### src/sv/tbp_pkg.sv
// tbp_pkg: shared types and constants of the tensor border padding block.
// Field widths, register codes, reset values and pad mode codes.
// No dependencies.
package tbp_pkg;

   localparam int COL_W      = 8;
   localparam int ROW_W      = 8;
   localparam int CHAN_W     = 4;
   localparam int WORD_W     = 32;
   localparam int CSR_IDX_W  = 3;
   localparam int CSR_DATA_W = 32;

   localparam int SRC_W_W  = 7;
   localparam int SRC_H_W  = 7;
   localparam int SRC_C_W  = 3;
   localparam int PAD_T_W  = 6;
   localparam int PAD_L_W  = 6;
   localparam int PAD_F_W  = 2;
   localparam int MODE_W   = 2;

   // signed working width of the axis arithmetic; holds sizes up to 1024
   localparam int AXIS_W = 12;

   localparam logic [SRC_W_W-1:0] SRC_W_RST = 7'd64;
   localparam logic [SRC_H_W-1:0] SRC_H_RST = 7'd64;
   localparam logic [SRC_C_W-1:0] SRC_C_RST = 3'd4;

   typedef enum logic [MODE_W-1:0] {
      PAD_CONST     = 2'd0,
      PAD_REPLICATE = 2'd1,
      PAD_REFLECT   = 2'd2,
      PAD_UNUSED    = 2'd3
   } pad_mode_type;

   typedef enum logic {
      OP_WRITE = 1'b0,
      OP_READ  = 1'b1
   } op_type;

   typedef enum logic [CSR_IDX_W-1:0] {
      CSR_SRC_WIDTH    = 3'd0,
      CSR_SRC_HEIGHT   = 3'd1,
      CSR_SRC_CHANNELS = 3'd2,
      CSR_PAD_TOP      = 3'd3,
      CSR_PAD_LEFT     = 3'd4,
      CSR_PAD_FRONT    = 3'd5,
      CSR_PAD_MODE     = 3'd6,
      CSR_FILL_WORD    = 3'd7
   } csr_index_type;

endpackage

### src/sv/tbp_axis_map.sv
// tbp_axis_map: maps one coordinate axis to a source index.
// Write: range check against the size. Read: constant, replicate or reflect.
// Depends on tbp_pkg.
module tbp_axis_map #(
   parameter int MAX_SIZE = 64,
   parameter int POS_W    = 8,
   parameter int PAD_W    = 6,
   parameter int SZ_W     = 7,
   parameter int IDX_W    = 6
) (
   input  logic                  is_read,
   input  logic [POS_W-1:0]      pos,
   input  logic [PAD_W-1:0]      pad,
   input  logic [SZ_W-1:0]       size_reg,
   input  tbp_pkg::pad_mode_type mode,
   output logic [IDX_W-1:0]      idx,
   output logic                  ok
);

   localparam int AW = tbp_pkg::AXIS_W;

   logic signed [AW-1:0] pos_s;
   logic signed [AW-1:0] pad_s;
   logic signed [AW-1:0] szr_s;
   logic signed [AW-1:0] size_s;
   logic signed [AW-1:0] last_s;
   logic signed [AW-1:0] p_s;
   logic signed [AW-1:0] m_s;
   logic signed [AW-1:0] far_s;

   always_comb begin
      pos_s = $signed({{(AW-POS_W){1'b0}}, pos});
      pad_s = $signed({{(AW-PAD_W){1'b0}}, pad});
      szr_s = $signed({{(AW-SZ_W){1'b0}}, size_reg});
      if (size_reg == '0) begin
         size_s = AW'(1);
      end else if (szr_s > AW'(MAX_SIZE)) begin
         size_s = AW'(MAX_SIZE);
      end else begin
         size_s = szr_s;
      end
      last_s = size_s - AW'(1);
      p_s    = pos_s - pad_s;
      far_s  = (last_s <<< 1) - p_s;
      m_s    = p_s;
      ok     = 1'b1;
      if (!is_read) begin
         m_s = pos_s;
         ok  = (pos_s < size_s);
      end else begin
         case (mode)
            tbp_pkg::PAD_REPLICATE: begin
               if (p_s < 0) begin
                  m_s = '0;
               end else if (p_s > last_s) begin
                  m_s = last_s;
               end
            end
            tbp_pkg::PAD_REFLECT: begin
               if (p_s < 0) begin
                  m_s = (-p_s > last_s) ? last_s : -p_s;
               end else if (p_s > last_s) begin
                  m_s = (far_s < 0) ? '0 : far_s;
               end
            end
            default: begin
               ok = (p_s >= 0) && (p_s < size_s);
            end
         endcase
      end
      idx = m_s[IDX_W-1:0];
   end

endmodule

### config.mk
export PLATFORM = sky130hd
export DESIGN_NAME = tbp_axis_map
export DESIGN_NICKNAME = d
export VERILOG_FILES = /design/src/sv/tbp_pkg.sv /design/src/sv/tbp_axis_map.sv
export SDC_FILE = /design/constraint.sdc
export NUM_CORES = 1
export LEC_CHECK = 0
export BUFFER_PORTS_ARGS = -buffer_cell sky130_fd_sc_hd__buf_4
export CAP_MARGIN = 20
export CORE_MARGIN = 2
export CORE_UTILIZATION = 45
export DETAILED_ROUTE_END_ITERATION = 8
export GPL_TIMING_DRIVEN = 0
export MAX_ROUTING_LAYER = met4
export PLACE_DENSITY = 0.6
export SYNTH_ARGS = -nofsm -noshare
export SYNTH_HDL_FRONTEND = slang
export SYNTH_SLANG_ARGS = --single-unit
export TNS_END_PERCENT = 1
### constraint.sdc
create_clock -name vclk -period 8.7
set_input_delay 0.87 -clock vclk [all_inputs]
set_output_delay 0.87 -clock vclk [all_outputs]
set_load 0.02 [all_outputs]
==> impl_metrics.py <==
metrics = {
    "routing": {
        "wire_per_inst_um": 16.41,
        "ant_nets": 0,
        "viasPerCell": 5.857,
        "via_count": 2624,
        "drt_first_pass_iters": 4,
        "drtIter0Drc": 178,
        "routed_wl_um": 7350,
        "drc": 0,
    },
    "critical_path": {
        "cp-end-kind": "output pin",
        "cp_max_fo": 7,
        "cp-start-kind": "input pin",
        "crit_start": "size_reg[1]",
        "worstPathRequired_ns": 7.83,
        "worstSetupPathType": "input pin to output pin",
        "cp.arrival_ns": 6.01,
    },
    "pwr": {
        "pwr_density_cell_nw_per_um2": 98.09,
        "switchingPower_mw": 0.1644,
        "comb_power_share_pct": 100.0,
        "seqPwrFrac_pct": 0,
        "leakage_nw": 1.323,
        "ir_drop_mv": 0.03170,
        "p_clk_share_pct": 0,
        "swShare_pct": 57.94,
        "intPower_mw": 0.1193,
    },
    "timing": {
        "layout_setup_ws_ns": 1.821,
        "setup_viol": 0,
        "fin_crit_sh_pct": 79.07,
        "rsz0062_at_grt": "false",
        "setup_tns_ns": 0,
        "hold_violations": 0,
        "slew_viol_final": 0,
        "tightestPinTransition_ns": 0.9882,
        "relSlewSlack_pct": 33.42,
        "max_freq_mhz": 145.4,
        "min_period_ns": 6.879,
    },
    "hold_path": {
        "holdPathStages": 5,
        "min-delay-start": "pos[7]",
        "min_path_type": "input pin to output pin",
    },
    "grt": {
        "antenna_found_initial": 0,
        "grt_max_degree": 14,
        "first_global_vias": 2559,
        "overflow": 0,
        "grt_pass1_wl_um": 12630,
        "grt_usage_pct": 25.17,
    },
    "placement": {
        "post-place-ws_ns": 1.873,
        "port_buffers": 31,
        "dp_hpwl_um": 6113,
        "place_inst": 448,
        "gp_congestion": 0.9188,
    },
    "floorplan": {
        "io_pins": 31,
        "fp.dieArea_um2": 6279,
        "fp.dieH_um": 79.24,
        "die_w_um": 79.24,
        "fp-row-count": 27,
        "initial_core_util_pct": 46.55,
        "core_um2": 5473,
    },
    "synthesis": {
        "ys_warn_count": 0,
        "syn_area_um2": 2547,
        "syn_inst": 339,
        "synth_cell_type_count": 78,
        "syn_avg_cell_area_um2": 7.515,
        "synth.yosys.seq_area_share_pct": 0,
    },
    "cts": {
        "cts_resized": 0,
        "cts_setup_buffers": 0,
        "hold_buffers": 0,
    },
    "layout": {
        "layout_common_cells": "51 x ha_1, 33 x buf_4, 27 x inv_1",
        "final_common_cell": "ha_1",
        "diodes": 0,
        "num-clock-buffers": 0,
        "final_core_util_pct": 52.86,
        "syn2layout_area_growth_pct": 13.56,
        "regArea_um2": 0,
        "final_cells": 448,
        "nets": 455,
        "seq_cells": 0,
        "layout-drive-gt1-share_pct": 17.02,
    },
    "flow_run": {
        "cap_violations": 0,
    },
    "run_status": {
        "status": "finished clean",
    },
}
worst paths after layout:
kind | to | slack (ns)
worst max-delay path | idx[5] | 1.82
worst min-delay path | ok | 2.18
cell type report:
| cell class | instances | area [µm²] |
|---|---|---|
| plain buffers | 7 | 46.29 |
| fillers | 580 | 2580 |
| inverters | 31 | 118.9 |
| multi-input cells | 307 | 2405 |
| well taps | 72 | 90.09 |
| repair buffers | 31 | 232.7 |
metrics by stage:
stage	cell area, µm²	power [mW]	hold slack, ns
2_1_floorplan	2570	0.2093	2.025
3_3_place_gp	2893	0.2778	2.189
3_5_place_dp	2893	0.2792	2.191
4_1_cts	2893	0.2815	2.188
5_1_grt	2893	0.3181	2.237
6_report	2893	0.2837	2.185
worst max-delay path: stages:
cell and delay, ns:
buf_4 0.12, or4_1 0.54, nor2_1 0.14, o21ai_0 0.35
ha_1 0.45, nand4bb_1 0.14, a21oi_1 0.10, nor2_1 0.42
ha_1 0.34, o21a_1 0.12, a2111oi_0 0.45, o41ai_1 0.15
a221oi_1 0.34, xor2_1 0.51, a2111oi_0 0.21, a31o_2 0.27
o221a_2 0.24, o21ai_1 0.08, buf_4 0.16
synthesized netlist by cell type (6+ instances only):
| library cell | instances | share of area (%) |
|---|---|---|
| nand3_1 | 11 | 2.2 |
| a21oi_1 | 17 | 3.3 |
| nor2_1 | 19 | 2.8 |
| o21a_1 | 6 | 1.8 |
| ha_1 | 51 | 25 |
| nor2b_1 | 6 | 1.5 |
| a21o_1 | 8 | 2.4 |
| o21ai_0 | 19 | 3.7 |
| xnor2_1 | 13 | 4.5 |
| nand2_1 | 23 | 3.4 |
| a31oi_1 | 6 | 1.5 |
| inv_1 | 27 | 4.0 |
| nor3_1 | 7 | 1.4 |
power by group through the flow:
stage | Sequential, mW | Combinational (mW) | Clock (mW)
global route | 0 | 0.318 | 0
CTS | 0 | 0.281 | 0
finish | 0 | 0.284 | 0
floorplan | 0 | 0.209 | 0
detailed placement | 0 | 0.279 | 0
global placement | 0 | 0.278 | 0
routing by layer:
layer	global-route usage [%]	up-vias	wire length [µm]
met5	-	-	0
met4	3.448	0	82
met3	0.4545	8	225
met2	41.53	51	3417
met1	35.45	1225	3625
li1	-	1340	-
cell families after synthesis:
kind of cell | after synthesis | synth area share, %
fa+ha+maj | 54 | 27.06
mux | 7 | 3.193
compound gates | 115 | 34.23
buf+inv | 38 | 6.483
xor+xnor | 17 | 6.140
simple gates | 106 | 22.59
other cells | 2 | 0.2948
No activity file was read; power rests on OpenSTA's default activity.
